### src/rtl/core/assert_macros.svh
// Assertion macros shared by the frame encoder RTL.
`ifndef ASSERT_MACROS_SVH
`define ASSERT_MACROS_SVH
`ifndef SYNTH
// A property that holds at every clock edge outside reset.
`define IRAC_ASSERT_HOLDS(label, clk, rst, prop) \
   label: assert property (@(posedge clk) disable iff (rst) (prop)) \
      else $error("assertion failed");
// A consequent that holds in the same cycle as its antecedent.
`define IRAC_ASSERT_IMPLIES(label, clk, rst, ante, cons) \
   label: assert property (@(posedge clk) disable iff (rst) (ante) |-> (cons)) \
      else $error("assertion failed");
// A consequent that holds in the cycle after its antecedent.
`define IRAC_ASSERT_FOLLOWS(label, clk, rst, ante, cons) \
   label: assert property (@(posedge clk) disable iff (rst) (ante) |=> (cons)) \
      else $error("assertion failed");
`else
`define IRAC_ASSERT_HOLDS(label, clk, rst, prop)
`define IRAC_ASSERT_IMPLIES(label, clk, rst, ante, cons)
`define IRAC_ASSERT_FOLLOWS(label, clk, rst, ante, cons)
`endif
`endif

### src/rtl/core/irac_pkg.sv
// Types, constants and code tables of the IR air-conditioner frame encoder.
`timescale 1ns / 1ps
package irac_pkg;

   localparam int unsigned NUM_REGS = 7;
   localparam int unsigned REG_W    = 16;
   localparam int unsigned WORD_W   = 24;
   localparam int unsigned POS_W    = 8;

   typedef enum logic [2:0] {
      KIND_START_STATE  = 3'd0,
      KIND_START_TOGGLE = 3'd1,
      KIND_START_EXTRA  = 3'd2,
      KIND_START_RAW    = 3'd3,
      KIND_NEXT         = 3'd4
   } kind_type;

   typedef enum logic [1:0] {
      STATUS_OK       = 2'd0,
      STATUS_REJECTED = 2'd1,
      STATUS_IDLE     = 2'd2
   } status_type;

   typedef enum logic [2:0] {
      REG_LEAD_MARK  = 3'd0,
      REG_LEAD_SPACE = 3'd1,
      REG_BIT_MARK   = 3'd2,
      REG_ONE_SPACE  = 3'd3,
      REG_ZERO_SPACE = 3'd4,
      REG_STOP_MARK  = 3'd5,
      REG_GAP        = 3'd6
   } reg_index_type;

   typedef enum logic [2:0] {
      MODE_OFF  = 3'd0,
      MODE_COOL = 3'd1,
      MODE_AUTO = 3'd2,
      MODE_DRY  = 3'd3,
      MODE_HEAT = 3'd4,
      MODE_FAN  = 3'd5
   } mode_type;

   typedef logic [REG_W-1:0] duration_type;
   typedef duration_type [NUM_REGS-1:0] regs_type;

   localparam regs_type REG_RESET = {
      16'd5244, 16'd552, 16'd552, 16'd1656, 16'd552, 16'd4416, 16'd4692
   };

   localparam logic [WORD_W-1:0] WORD_BASE     = 24'hB20F00;
   localparam logic [WORD_W-1:0] WORD_OFF      = 24'hB27BE0;
   localparam logic [WORD_W-1:0] FAN_FORCED    = 24'h001000;
   localparam logic [WORD_W-1:0] FAN_ONLY_TEMP = 24'h0000E0;
   localparam logic [7:0]        TEMP_LOW      = 8'd17;
   localparam logic [7:0]        TEMP_HIGH     = 8'd30;
   localparam logic [POS_W-1:0]  GAP_POS       = 8'd99;
   localparam logic [POS_W-1:0]  FRAME2_START  = 8'd100;
   localparam logic [POS_W-1:0]  STOP_OFFSET   = 8'd98;
   localparam logic [POS_W-1:0]  SEQ_LAST      = 8'd198;

   typedef struct packed {
      logic [2:0]        kind;
      logic [2:0]        mode;
      logic [2:0]        fan;
      logic [7:0]        temp;
      logic [3:0]        select;
      logic [WORD_W-1:0] raw_code;
   } req_payload_type;

   typedef struct packed {
      duration_type      duration;
      logic              is_mark;
      logic              last;
      logic [1:0]        status;
      logic [WORD_W-1:0] word;
      logic [POS_W-1:0]  position;
   } rsp_payload_type;

   // Gray-like temperature code, indexed by the clamped setpoint minus 17.
   function automatic logic [7:0] temp_nibble(input logic [3:0] idx);
      logic [7:0] code;
      unique case (idx)
         4'd0:    code = 8'h00;
         4'd1:    code = 8'h10;
         4'd2:    code = 8'h30;
         4'd3:    code = 8'h20;
         4'd4:    code = 8'h60;
         4'd5:    code = 8'h70;
         4'd6:    code = 8'h50;
         4'd7:    code = 8'h40;
         4'd8:    code = 8'hC0;
         4'd9:    code = 8'hD0;
         4'd10:   code = 8'h90;
         4'd11:   code = 8'h80;
         4'd12:   code = 8'hA0;
         4'd13:   code = 8'hB0;
         default: code = 8'h00;
      endcase
      return code;
   endfunction

   function automatic logic [WORD_W-1:0] fan_bits(input logic [1:0] fan);
      logic [WORD_W-1:0] code;
      unique case (fan)
         2'd0:    code = 24'h00B000;
         2'd1:    code = 24'h009000;
         2'd2:    code = 24'h005000;
         default: code = 24'h003000;
      endcase
      return code;
   endfunction

   function automatic logic [WORD_W-1:0] mode_code(input logic [2:0] mode);
      logic [WORD_W-1:0] code;
      unique case (mode)
         MODE_AUTO: code = 24'h000008;
         MODE_DRY:  code = 24'h000004;
         MODE_HEAT: code = 24'h00000C;
         MODE_FAN:  code = 24'h000004;
         default:   code = 24'h000000;
      endcase
      return code;
   endfunction

   function automatic logic [WORD_W-1:0] toggle_word(input logic [2:0] idx);
      logic [WORD_W-1:0] code;
      unique case (idx)
         3'd0:    code = 24'hB27BE0;
         3'd1:    code = 24'hB26BE0;
         3'd2:    code = 24'hB20FE0;
         3'd3:    code = 24'hB5F5A2;
         3'd4:    code = 24'hB5F5A5;
         default: code = 24'hB2E003;
      endcase
      return code;
   endfunction

   function automatic logic [WORD_W-1:0] extra_word(input logic [1:0] idx);
      logic [WORD_W-1:0] code;
      unique case (idx)
         2'd0:    code = 24'hB5F5B6;
         2'd1:    code = 24'hB2F5A2;
         2'd2:    code = 24'hB2BFE4;
         default: code = 24'hB5F5AA;
      endcase
      return code;
   endfunction

endpackage

### src/rtl/core/irac_stream_if.sv
// Valid/ready stream interface carrying one item per handshake.
`timescale 1ns / 1ps
interface irac_stream_if #(
   parameter type payload_type = logic
) ();
   logic        valid;
   logic        ready;
   payload_type payload;

   modport source (output valid, output payload, input ready);
   modport sink   (input valid, input payload, output ready);
endinterface

### src/rtl/core/irac_csr.sv
// Timing register file of the frame encoder.
`timescale 1ns / 1ps
module irac_csr (
   input  logic               clock,
   input  logic               reset,
   input  logic               csr_write_enable,
   input  logic [2:0]         csr_index,
   input  logic [15:0]        csr_write_data,
   output irac_pkg::regs_type regs
);
   irac_pkg::regs_type regs_ff;

   // Writes beyond the last register are dropped.
   always_ff @(posedge clock) begin
      if (reset) begin
         regs_ff <= irac_pkg::REG_RESET;
      end else if (csr_write_enable && (csr_index <= irac_pkg::REG_GAP)) begin
         regs_ff[csr_index] <= csr_write_data;
      end
   end

   assign regs = regs_ff;
endmodule

### src/rtl/core/irac_word_build.sv
// Selection of the command word for a start item.
`timescale 1ns / 1ps
module irac_word_build (
   input  irac_pkg::req_payload_type req,
   output logic [23:0]               word,
   output logic                      ok
);
   logic [7:0]  temp_clamped;
   logic [7:0]  temp_offset;
   logic [23:0] temp_code;
   logic [23:0] fan_code;
   logic [23:0] state_word;
   logic        mode_valid;

   always_comb begin
      priority if (req.temp < irac_pkg::TEMP_LOW) begin
         temp_clamped = irac_pkg::TEMP_LOW;
      end else if (req.temp > irac_pkg::TEMP_HIGH) begin
         temp_clamped = irac_pkg::TEMP_HIGH;
      end else begin
         temp_clamped = req.temp;
      end
   end

   assign temp_offset = temp_clamped - irac_pkg::TEMP_LOW;

   // Fan-only mode carries a marker in place of the temperature code.
   assign temp_code = (req.mode == irac_pkg::MODE_FAN) ? irac_pkg::FAN_ONLY_TEMP
                    : {16'd0, irac_pkg::temp_nibble(temp_offset[3:0])};

   // Auto and dry run the fan at a fixed setting; unknown fan codes act as auto.
   assign fan_code = ((req.mode == irac_pkg::MODE_AUTO) || (req.mode == irac_pkg::MODE_DRY))
                   ? irac_pkg::FAN_FORCED
                   : irac_pkg::fan_bits(req.fan[2] ? 2'd0 : req.fan[1:0]);

   assign state_word = irac_pkg::WORD_BASE | irac_pkg::mode_code(req.mode)
                     | temp_code | fan_code;

   assign mode_valid = (req.mode >= irac_pkg::MODE_COOL) && (req.mode <= irac_pkg::MODE_FAN);

   always_comb begin
      word = '0;
      ok   = 1'b0;
      unique case (req.kind)
         irac_pkg::KIND_START_STATE: begin
            word = state_word;
            ok   = mode_valid;
         end
         irac_pkg::KIND_START_TOGGLE: begin
            word = irac_pkg::toggle_word(req.select[2:0]);
            ok   = (req.select < 4'd6);
         end
         irac_pkg::KIND_START_EXTRA: begin
            word = irac_pkg::extra_word(req.select[1:0]);
            ok   = (req.select < 4'd4);
         end
         irac_pkg::KIND_START_RAW: begin
            word = req.raw_code;
            ok   = 1'b1;
         end
         default: begin
            word = '0;
            ok   = 1'b0;
         end
      endcase
   end
endmodule

### src/rtl/core/irac_timing.sv
// Duration lookup for one position of the two-frame sequence.
`timescale 1ns / 1ps
module irac_timing (
   input  irac_pkg::regs_type     regs,
   input  logic [23:0]            word,
   input  logic [7:0]             position,
   output irac_pkg::duration_type duration
);
   logic [7:0] frame_pos;
   logic [7:0] data_pos;
   logic [5:0] bit_num;
   logic [7:0] byte_val;
   logic       bit_val;

   // Both frames share the same layout; the second starts after the gap.
   assign frame_pos = (position < irac_pkg::GAP_POS) ? position
                    : position - irac_pkg::FRAME2_START;
   assign data_pos  = frame_pos - 8'd2;
   assign bit_num   = data_pos[6:1];

   always_comb begin
      unique case (bit_num[5:4])
         2'd0:    byte_val = word[23:16];
         2'd1:    byte_val = word[15:8];
         default: byte_val = word[7:0];
      endcase
   end

   // The second half of each 16-bit group sends the inverted byte.
   assign bit_val = byte_val[3'd7 - bit_num[2:0]] ^ bit_num[3];

   always_comb begin
      priority if (position == irac_pkg::GAP_POS) begin
         duration = regs[irac_pkg::REG_GAP];
      end else if (frame_pos == 8'd0) begin
         duration = regs[irac_pkg::REG_LEAD_MARK];
      end else if (frame_pos == 8'd1) begin
         duration = regs[irac_pkg::REG_LEAD_SPACE];
      end else if (frame_pos == irac_pkg::STOP_OFFSET) begin
         duration = regs[irac_pkg::REG_STOP_MARK];
      end else if (!data_pos[0]) begin
         duration = regs[irac_pkg::REG_BIT_MARK];
      end else if (bit_val) begin
         duration = regs[irac_pkg::REG_ONE_SPACE];
      end else begin
         duration = regs[irac_pkg::REG_ZERO_SPACE];
      end
   end
endmodule

### src/rtl/core/ir_ac_frame_encoder_core.sv
// Top level of the IR air-conditioner frame encoder.
`timescale 1ns / 1ps
`include "assert_macros.svh"
// The encoder turns air-conditioner commands into the timing sequence of a
// two-frame infrared burst. A start item (state, toggle, extra or raw)
// selects the 24-bit command word and answers with that word; each
// following next item returns one duration of the 199-entry sequence
// (leader, three bytes each followed by its inverse, stop mark, gap, and the
// same frame again), with even positions being marks. A start item with an
// invalid selection is answered with the rejected status and the off code,
// and cancels any sequence in progress; a next item with no sequence active
// is answered with the idle status. Every item gives exactly one result.
// The block takes one item per clock cycle for as long as results are taken;
// each item is held in the input register and then passes to the result
// register through the single combinational pass between the two. The seven
// timing registers are written through the csr_ port; the user is to write
// them only while the block is idle, which the block itself does not enforce.
// Writes to an index beyond the last register are ignored.
module ir_ac_frame_encoder_core (
   input  logic                 clock,
   input  logic                 reset,
   irac_stream_if.sink          req_if,
   irac_stream_if.source        rsp_if,
   input  logic                 csr_write_enable,
   input  logic [2:0]           csr_index,
   input  logic [15:0]          csr_write_data
);
   irac_pkg::regs_type        regs;
   irac_pkg::req_payload_type in_data_ff;
   logic                      in_valid_ff;
   irac_pkg::rsp_payload_type out_data_ff;
   logic                      out_valid_ff;
   irac_pkg::rsp_payload_type rsp_in;
   logic [23:0]               held_word_ff;
   logic [23:0]               held_word_in;
   logic [7:0]                index_ff;
   logic [7:0]                index_in;
   logic                      active_ff;
   logic                      active_in;
   logic [23:0]               start_word;
   logic                      start_ok;
   irac_pkg::duration_type    duration;
   logic                      advance;
   logic                      fire;
   logic                      req_accept;

   irac_csr u_csr (
      .clock            (clock),
      .reset            (reset),
      .csr_write_enable (csr_write_enable),
      .csr_index        (csr_index),
      .csr_write_data   (csr_write_data),
      .regs             (regs)
   );

   irac_word_build u_word_build (
      .req  (in_data_ff),
      .word (start_word),
      .ok   (start_ok)
   );

   irac_timing u_timing (
      .regs     (regs),
      .word     (held_word_ff),
      .position (index_ff),
      .duration (duration)
   );

   // The result register frees up whenever its item is taken, so the input
   // register can move on in the same cycle.
   assign advance      = !out_valid_ff || rsp_if.ready;
   assign fire         = in_valid_ff && advance;
   assign req_if.ready = !in_valid_ff || advance;
   assign req_accept   = req_if.valid && req_if.ready;

   always_ff @(posedge clock) begin
      if (reset) begin
         in_valid_ff <= 1'b0;
      end else if (req_accept) begin
         in_valid_ff <= 1'b1;
      end else if (fire) begin
         in_valid_ff <= 1'b0;
      end
   end

   always_ff @(posedge clock) begin
      if (req_accept) begin
         in_data_ff <= req_if.payload;
      end
   end

   // One item is processed against the sequence state in a single pass.
   always_comb begin
      rsp_in       = '0;
      held_word_in = held_word_ff;
      index_in     = index_ff;
      active_in    = active_ff;
      if (in_data_ff.kind == irac_pkg::KIND_NEXT) begin
         if (!active_ff) begin
            rsp_in.status = irac_pkg::STATUS_IDLE;
            active_in     = 1'b0;
         end else begin
            rsp_in.duration = duration;
            rsp_in.is_mark  = !index_ff[0];
            rsp_in.last     = (index_ff == irac_pkg::SEQ_LAST);
            rsp_in.status   = irac_pkg::STATUS_OK;
            rsp_in.word     = held_word_ff;
            rsp_in.position = index_ff;
            if (index_ff == irac_pkg::SEQ_LAST) begin
               active_in = 1'b0;
               index_in  = '0;
            end else begin
               index_in = index_ff + 8'd1;
            end
         end
      end else if (start_ok) begin
         held_word_in  = start_word;
         index_in      = '0;
         active_in     = 1'b1;
         rsp_in.status = irac_pkg::STATUS_OK;
         rsp_in.word   = start_word;
      end else begin
         // A rejected selection cancels the sequence but keeps the held word.
         index_in      = '0;
         active_in     = 1'b0;
         rsp_in.status = irac_pkg::STATUS_REJECTED;
         rsp_in.word   = irac_pkg::WORD_OFF;
      end
   end

   always_ff @(posedge clock) begin
      if (reset) begin
         held_word_ff <= '0;
         index_ff     <= '0;
         active_ff    <= 1'b0;
      end else if (fire) begin
         held_word_ff <= held_word_in;
         index_ff     <= index_in;
         active_ff    <= active_in;
      end
   end

   always_ff @(posedge clock) begin
      if (reset) begin
         out_valid_ff <= 1'b0;
      end else if (fire) begin
         out_valid_ff <= 1'b1;
      end else if (rsp_if.ready) begin
         out_valid_ff <= 1'b0;
      end
   end

   always_ff @(posedge clock) begin
      if (fire) begin
         out_data_ff <= rsp_in;
      end
   end

   assign rsp_if.valid   = out_valid_ff;
   assign rsp_if.payload = out_data_ff;

   `IRAC_ASSERT_HOLDS(a_index_in_range, clock, reset, index_ff <= irac_pkg::SEQ_LAST)
   `IRAC_ASSERT_IMPLIES(a_index_needs_active, clock, reset, index_ff != '0, active_ff)
   `IRAC_ASSERT_FOLLOWS(a_last_ends_sequence, clock, reset, fire && rsp_in.last, !active_ff && (index_ff == '0))
   `IRAC_ASSERT_IMPLIES(a_idle_result_empty, clock, reset, out_valid_ff && (out_data_ff.status == irac_pkg::STATUS_IDLE), (out_data_ff.word == '0) && (out_data_ff.duration == '0))
endmodule

### src/flat_wrapper.sv
// flat-port wrapper written by rule: the top's interface ports become plain ports
module ir_ac_frame_encoder_core_flat 
  (clock, reset, csr_write_enable, csr_index, csr_write_data, req_if_valid, req_if_payload, req_if_ready, rsp_if_valid, rsp_if_payload, rsp_if_ready);
  irac_stream_if #(.payload_type(irac_pkg::req_payload_type)) req_if_i ();
  irac_stream_if #(.payload_type(irac_pkg::rsp_payload_type)) rsp_if_i ();
  input  logic clock;
  input  logic reset;
  input  logic csr_write_enable;
  input  logic [2:0] csr_index;
  input  logic [15:0] csr_write_data;
  input wire logic [$bits(req_if_i.valid)-1:0] req_if_valid;
  input wire logic [$bits(req_if_i.payload)-1:0] req_if_payload;
  output wire logic [$bits(req_if_i.ready)-1:0] req_if_ready;
  output wire logic [$bits(rsp_if_i.valid)-1:0] rsp_if_valid;
  output wire logic [$bits(rsp_if_i.payload)-1:0] rsp_if_payload;
  input wire logic [$bits(rsp_if_i.ready)-1:0] rsp_if_ready;
  assign req_if_i.valid = req_if_valid;
  assign req_if_i.payload = req_if_payload;
  assign req_if_ready = req_if_i.ready;
  assign rsp_if_valid = rsp_if_i.valid;
  assign rsp_if_payload = rsp_if_i.payload;
  assign rsp_if_i.ready = rsp_if_ready;
  ir_ac_frame_encoder_core u_core (.clock(clock), .reset(reset), .req_if(req_if_i), .rsp_if(rsp_if_i), .csr_write_enable(csr_write_enable), .csr_index(csr_index), .csr_write_data(csr_write_data));
endmodule
### config.mk
export PLATFORM = sky130hd
export DESIGN_NAME = ir_ac_frame_encoder_core_flat
export DESIGN_NICKNAME = d
export VERILOG_FILES = /design/src/rtl/core/irac_pkg.sv /design/src/rtl/core/irac_stream_if.sv /design/src/rtl/core/irac_csr.sv /design/src/rtl/core/irac_word_build.sv /design/src/rtl/core/irac_timing.sv /design/src/rtl/core/ir_ac_frame_encoder_core.sv /design/src/flat_wrapper.sv
export VERILOG_INCLUDE_DIRS = /design/src /design/src/rtl/core
export SDC_FILE = /design/constraint.sdc
export NUM_CORES = 1
export LEC_CHECK = 0
export ABC_AREA = 1
export BUFFER_PORTS_ARGS = -buffer_cell sky130_fd_sc_hd__buf_2
export CORE_MARGIN = 1
export CORE_UTILIZATION = 44
export CTS_BUF_LIST = sky130_fd_sc_hd__clkbuf_16
export DETAILED_ROUTE_END_ITERATION = 6
export PLACE_DENSITY_LB_ADDON = 0.05
export SYNTH_ARGS = -nofsm -noshare
export SYNTH_HDL_FRONTEND = slang
export SYNTH_SLANG_ARGS = --single-unit
### constraint.sdc
create_clock -name clock -period 4.5 [get_ports clock]
set_input_delay 0.225 -clock clock [delete_from_list [all_inputs] [get_ports clock]]
set_output_delay 0.225 -clock clock [all_outputs]
set_load 0.01 [all_outputs]
==> results of run 1 <==
[worst max-delay path: cells and delay by family, from the launching register on]
family,cells,cell delay (ns)
AO/OA/AOI/OAI,1,0.05
XOR/XNOR,1,0.36
adder cells (fa/ha/maj),2,0.48
buffers and inverters,2,0.24
flip-flops,1,0.32
AND/OR/NAND/NOR,18,1.95
[layer usage]
metal  track usage, %  up-vias
li1                 -     4908
met1             37.5     4501
met2             35.0      308
met3             2.79       40
met4             6.37        0
met5                0        -
[path summary, 6_finish.rpt]
check                                                        start  cells after the start  slack [ns]                                      end
worst min-delay path                             csr_write_data[4]                      3        0.02      u_core.u_csr.regs[100]$_SDFFE_PP1P_
worst min register to register  u_core.u_csr.regs[14]$_SDFFE_PP0P_                      2        0.45       u_core.u_csr.regs[14]$_SDFFE_PP0P_
worst max register to register     u_core.index_ff[3]$_SDFFE_PP0P_                     24        0.83  u_core.rsp_if.payload[45]$_SDFFCE_PN0P_
worst max-delay path               u_core.index_ff[3]$_SDFFE_PP0P_                     24        0.83  u_core.rsp_if.payload[45]$_SDFFCE_PN0P_
[through the flow]
step / hold WS (ns) / utilization, % / setup slack [ns] / std cells
CTS: 0.0102 / 53.6 / 0.843 / 1878
global placement: 0.401 / 48.6 / 0.903 / 1781
detailed placement: 0.403 / 48.6 / 0.881 / 1781
floorplan: 0.324 / - / 1.33 / 1374
finish: 0.0247 / 53.6 / 0.832 / 1878
global route: 0.0416 / 53.6 / 0.455 / 1878
[flip-flops by register name, indices dropped and copies added (netlist names)]
signal                 cells
u_core.active_ff           1
u_core.held_word_ff       24
u_core.in_data_ff         45
u_core.in_valid_ff         1
u_core.index_ff            8
u_core.rsp_if.payload     52
u_core.rsp_if.valid        1
u_core.u_csr.regs        112
[placed cells by master, fill, tap and decap left out, types with 4 or more instances in the layout]
cell type      Yosys  routed
clkbuf_16          0      27
dfxtp_1          147     147
nor2_1           146     144
nor3_1            12      11
o211ai_1          20      20
nand2_4            8       8
o21ai_0          168     168
a211oi_1           8       8
ha_1              19      19
inv_1            169     174
xor2_1             4       4
buf_2              3     122
dlygate4sd3_1      0      47
nand2_1          205     205
nand3_4            4       4
buf_4              3      17
nand3_1          100     100
clkinv_2           0       8
inv_2              3       5
a21oi_1          127     127
edfxtp_1          97      97
nand4_1            4       4
clkinv_1           3       9
nand3_2           17      17
a31oi_1            6       6
nand2_2            8       8
a21oi_2           10      10
[power breakdown]
part           switching, W  internal, W
combinational      0.000259     0.000147
clock              0.000891      0.00114
sequential        0.0000435      0.00240
[cell type report]
cell class / instances / area (µm²) / area share [%]
clock buffer: 27 / 676 / 4.97
sequential: 244 / 5860 / 43.1
tap: 330 / 413 / 3.04
timing repair buffer: 187 / 1230 / 9.05
inverter: 176 / 663 / 4.88
clock inverter: 23 / 128 / 0.940
multi-input combinational: 891 / 4620 / 34.0
[cells by family (layout without fill, tap and decap cells)]
| family | Yosys count | after routing | share of synthesized area [%] |
|---|---|---|---|
| flops | 244 | 244 | 51.3 |
| fa+ha+maj | 19 | 19 | 2.08 |
| buf+inv | 239 | 413 | 8.28 |
| simple gates | 512 | 512 | 20.7 |
| xor+xnor | 7 | 7 | 0.669 |
| compound gates | 353 | 353 | 17.0 |
[what timing repair did]
item                                   4_1_cts  5_1_grt
setup buffers                                0        0
hold buffers                                47        0
endpoints found under the hold margin       47        0
==> impl_metrics.env, run 1 <==
export IMPL_drc=0
export IMPL_setup_violations=0
export IMPL_cts_root_buf="clkbuf_16"
export IMPL_hold_class="in -> reg"
export IMPL_cts_resized_gates=0
export IMPL_drive_gt1_share_pct=15.7
export IMPL_synth_area_leaders="dfxtp_1 26%, edfxtp_1 26%, o21ai_0 7.4%"
export IMPL_row_count=58
export IMPL_ys_ff_latch=244
export IMPL_finalCritPeriodShare_pct=81.5
export IMPL_io_pins=123
export IMPL_setup_tns_ns=0
export IMPL_synth_edf_count=97
export IMPL_start_util_pct=45.0
export IMPL_required_ns=4.78
export IMPL_dieArea_um2=26600
export IMPL_maxSlewViolCount=0
export IMPL_worstMarginPinSlew_ns=1.18
export IMPL_grt_pass1_vias=8947
export IMPL_dieHeight_um=163
export IMPL_fin_crit_ns=3.67
export IMPL_cp_end_kind="flop"
export IMPL_gp_congestion=0.908
export IMPL_htreeDepth=1
export IMPL_io_buffer_count=122
export IMPL_antennaDiodeCount=0
export IMPL_grt_max_degree=68
export IMPL_skew_ns=0.0101
export IMPL_grt_overflow_total=0
export IMPL_tritoncts="built"
export IMPL_netlist_top_cells_count="205 x nand2_1, 169 x inv_1, 168 x o21ai_0"
export IMPL_yosys_warnings=0
export IMPL_avgSynthCellArea_um2=8.30
export IMPL_viasPerCell=5.20
export IMPL_final_nets=1615
export IMPL_first_pass_iters=5
export IMPL_clk_latency_ns=0.54
export IMPL_power_w=0.00488
export IMPL_synthMostInstantiatedCell="nand2_1"
export IMPL_antenna_found_initial=0
export IMPL_grt_pass1_wl_mm=49.9
export IMPL_clk_path_buf_depth=3
export IMPL_ys_async_sr_fraction_pct=0
export IMPL_yosysUniqueCellTypes=43
export IMPL_met3_length_mm=1.93
export IMPL_syn_area_um2=11400
export IMPL_hold_violations=0
export IMPL_m1WireLength_mm=15.8
export IMPL_antenna_left=0
export IMPL_maxClockFrequency_mhz=273
export IMPL_ys_seq_area_share_pct=51.3
export IMPL_syn2layout_area_growth_pct=19.1
export IMPL_fillers=2411
export IMPL_placed_area_um2=12300
export IMPL_die_w_um=163
export IMPL_dr_wl_met2_mm=13.1
export IMPL_leakage_nw=5.67
export IMPL_path_cells="inv_1 -> ha_1 -> inv_2 -> nor2_1 -> nand2_2 -> nand2_4 -> nand2_1 -> nand2_2 -> ha_1 -> nand3_2 -> xor2_2 -> nand3_1 -> nand3_1 -> nand3_1 -> nand3_4 -> nand2_4 -> nand2_4 -> nand3_2 -> nand3_1 -> nand2_1 -> nand2_1 -> nand2_1 -> nand2_1 -> a21oi_2"
export IMPL_start_kind="flop"
export IMPL_crit_path_frequent_cell="nand2_1"
export IMPL_cap_viol_max_count=0
export IMPL_cp_max_fo=16
export IMPL_wl_mm=31.5
export IMPL_path_clk_slew_ns=0.06
export IMPL_vias=9757
export IMPL_ir_worst_vdd_mv=0.312
export IMPL_status="completed"
export IMPL_cp_arrival_ns=3.95
export IMPL_drt_initial_drc_count=820
export IMPL_syn_inst=1374
export IMPL_dr_max_layer_used="met4"
export IMPL_path_class="reg -> reg"
export IMPL_core_area_um2=25300
export IMPL_synth_top_area_share_pct=25.8
export IMPL_relSlewSlack_pct=21.1
export IMPL_powerDensity_nw_per_um2=359
export IMPL_rsz0062_at_grt="no"
export IMPL_syn_nets=1462
export IMPL_synth_largest_area_cell="dfxtp_1"
export IMPL_clkSinkCount=244
export IMPL_final_design_area_no_fill_um2=13600
export IMPL_crit_slowest_cell="xor2_2"
export IMPL_wl_per_cell_um=16.8
export IMPL_ys_flop_type="dfxtp_1"
export IMPL_grtUsageTotal_pct=24.1
export IMPL_worst_path_largest_cell_delay_ns=0.36
export IMPL_numCtsBuffers=27
export IMPL_detailed_place_hpwl_mm=21.1
Note: power is estimated with default switching activity, not from simulation.
==> run 2, diff against run 1 <==
- clock period: 4.5 -> 3.05 ns (I/O delays scaled with it)
==> run 2 against run 1 <==
Compared with the run above:
- the flow now finishes with violations (setup timing)
- global-route usage increased by 0.87 points
- highest routed layer unchanged
- flip-flop and latch count is the same
- critical endpoint unchanged
- hold slack improved by 0.027 ns
- register-to-register slack got worse by 0.99 ns
==> impl_metrics.env, run 2 (synthesis gave the netlist of run 1 again) <==
export IMPL_status="finished, violations left"
export IMPL_violations="setup timing"
export IMPL_hold_class="in -> reg"
export IMPL_wl_mm=33.1
export IMPL_hold_violations=0
export IMPL_cp_end_kind="flop"
export IMPL_drive_gt1_share_pct=24.1
export IMPL_finalWorstSetupSlack_ns=-0.157
export IMPL_path_clk_slew_ns=0.06
export IMPL_htreeDepth=1
export IMPL_cts_root_buf="clkbuf_16"
export IMPL_fin_util_pct=58.5
export IMPL_path_class="reg -> reg"
export IMPL_cp_max_fo=8
export IMPL_drt_initial_drc_count=720
export IMPL_powerDensity_nw_per_um2=488
export IMPL_io_pins=123
export IMPL_grtUsageTotal_pct=25.0
export IMPL_clk_path_buf_depth=3
export IMPL_detailed_place_hpwl_mm=21.6
export IMPL_ir_worst_vdd_mv=0.454
export IMPL_skew_ns=0.0131
export IMPL_final_nets=1696
export IMPL_die_w_um=163
export IMPL_numCtsBuffers=26
export IMPL_maxSlewViolCount=0
export IMPL_finalCritPeriodShare_pct=105
export IMPL_hold_start="reset"
export IMPL_syn2layout_area_growth_pct=29.9
export IMPL_min_to="u_core.in_valid_ff$_SDFFE_PP0P_"
export IMPL_core_area_um2=25300
export IMPL_final_common_cell="nand2_1"
export IMPL_grt_pass1_wl_mm=51.8
export IMPL_clk_latency_ns=0.54
export IMPL_drc=0
export IMPL_grt_max_degree=79
export IMPL_hold_ws_ns=0.0518
export IMPL_r2r_slack_ns=-0.16
export IMPL_start_util_pct=45.0
export IMPL_antenna_found_initial=0
export IMPL_relSlewSlack_pct=34.1
export IMPL_largest_reg_flops=112
export IMPL_clkSinkCount=244
export IMPL_vias=10100
export IMPL_antenna_left=0
export IMPL_rr_endpoint="u_core.rsp_if.payload[45]$_SDFFCE_PN0P_"
export IMPL_dieHeight_um=163
export IMPL_grt_pass1_vias=9480
export IMPL_start_kind="flop"
export IMPL_r2r_start="u_core.index_ff[3]$_SDFFE_PP0P_"
export IMPL_fin_crit_ns=3.21
export IMPL_cap_viol_max_count=0
export IMPL_maxClockFrequency_mhz=312
export IMPL_viasPerCell=5.15
export IMPL_layout_common_cells="178 x nand2_1, 177 x inv_1, 167 x o21ai_0, 145 x dfxtp_1, 139 x nor2_1"
export IMPL_rr_worst_depth=24
export IMPL_cp_arrival_ns=3.49
export IMPL_rsz0062_at_grt="yes"
export IMPL_row_count=58
export IMPL_setup_violations=16
export IMPL_hold_depth=2
export IMPL_leakage_nw=6.18
export IMPL_first_pass_iters=5
export IMPL_wl_per_cell_um=16.9
export IMPL_grt_overflow_total=0
export IMPL_worstMarginPinSlew_ns=0.988
export IMPL_tritoncts="built"
export IMPL_gp_congestion=0.912
export IMPL_dieArea_um2=26600
export IMPL_io_buffer_count=122
export IMPL_required_ns=3.33
## run 2: cell types whose count changed in the layout (fill, tap and decap cells not counted), sizes merged, moves of 2 or more
cell	previous run	this run
buf	140	204
clkinv	17	8
dlygate4sd3	47	63
inv	181	187
nand2	222	224
## run 2: through the flow
stage	worst slack, ns	setup TNS [ns]	cells	total power [W]	cell area [µm²]
final	-0.157	-1.59	1959	0.00724	14800
after global routing	-0.331	-4.60	1958	0.00750	14800
after CTS	-0.0667	-0.519	1953	0.00727	14500
after detailed placement	-0.192	-2.00	1819	0.00423	12700
after global placement	-0.175	-1.34	1819	0.00422	12700
after floorplan	0.0265	0	1374	0.00398	11500
## run 2: metal layers
| metal | global-route usage, % | routed length [µm] |
|---|---|---|
| met5 | 0 | 0 |
| met4 | 5.10 | 619 |
| met1 | 38.2 | 16200 |
| met2 | 36.6 | 14100 |
| met3 | 4.37 | 2160 |
## run 2: worst max-delay path by stage
stage,startpoint,end,slack [ns],cells past startpoint
6_report,u_core.index_ff[3]$_SDFFE_PP0P_,u_core.rsp_if.payload[45]$_SDFFCE_PN0P_,-0.16,24
5_1_grt,u_core.index_ff[2]$_SDFFE_PP0P_,u_core.rsp_if.payload[49]$_SDFFCE_PN0P_,-0.33,26
4_1_cts,u_core.index_ff[3]$_SDFFE_PP0P_,u_core.rsp_if.payload[45]$_SDFFCE_PN0P_,-0.07,24
3_5_place_dp,u_core.index_ff[2]$_SDFFE_PP0P_,u_core.rsp_if.payload[39]$_SDFFCE_PN0P_,-0.19,24
3_3_place_gp,u_core.index_ff[2]$_SDFFE_PP0P_,u_core.rsp_if.payload[39]$_SDFFCE_PN0P_,-0.17,24
2_1_floorplan,u_core.index_ff[2]$_SDFFE_PP0P_,u_core.rsp_if.payload[47]$_SDFFCE_PN0P_,0.03,25
## run 2: final cells by class
type / instances / area (µm²)
sequential: 244 / 5860
inverter: 176 / 666
timing repair buffer: 267 / 1990
fill: 2287 / 10500
tap: 330 / 413
multi-input combinational: 893 / 5090
antenna: 1 / 2.50
clock buffer: 27 / 676
clock inverter: 21 / 128
## run 2: critical path, stage by stage, from the launching register on
cell,delay (ns)
dfxtp_2,0.33
inv_2,0.05
buf_4,0.12
buf_4,0.12
buf_4,0.12
buf_4,0.11
buf_4,0.15
nand2_2,0.09
nand2_4,0.08
nand3_4,0.14
xor2_4,0.31
nand3_1,0.16
nand3_2,0.10
nand3_2,0.10
nand3_4,0.15
nand2_8,0.10
buf_12,0.14
nand2_4,0.10
nand3_2,0.07
nand3_2,0.07
nand2_1,0.06
nand2_2,0.11
nand2_1,0.07
nand2_2,0.06
a21oi_2,0.05
## run 2: what timing repair did
action,in CTS,in global routing
pin swaps,42,52
hold buffers,63,0
gates cloned,2,0
hold endpoints to repair,100,0
gates resized for setup,55,53
setup endpoints to repair,16,20
setup buffers,21,5
## run 2: power by group
part	total, W	switching [W]	internal [W]
Sequential	0.00360	0.0000648	0.00354
Clock	0.00298	0.00130	0.00168
Combinational	0.000651	0.000402	0.000249
Total	0.00724	0.00177	0.00547
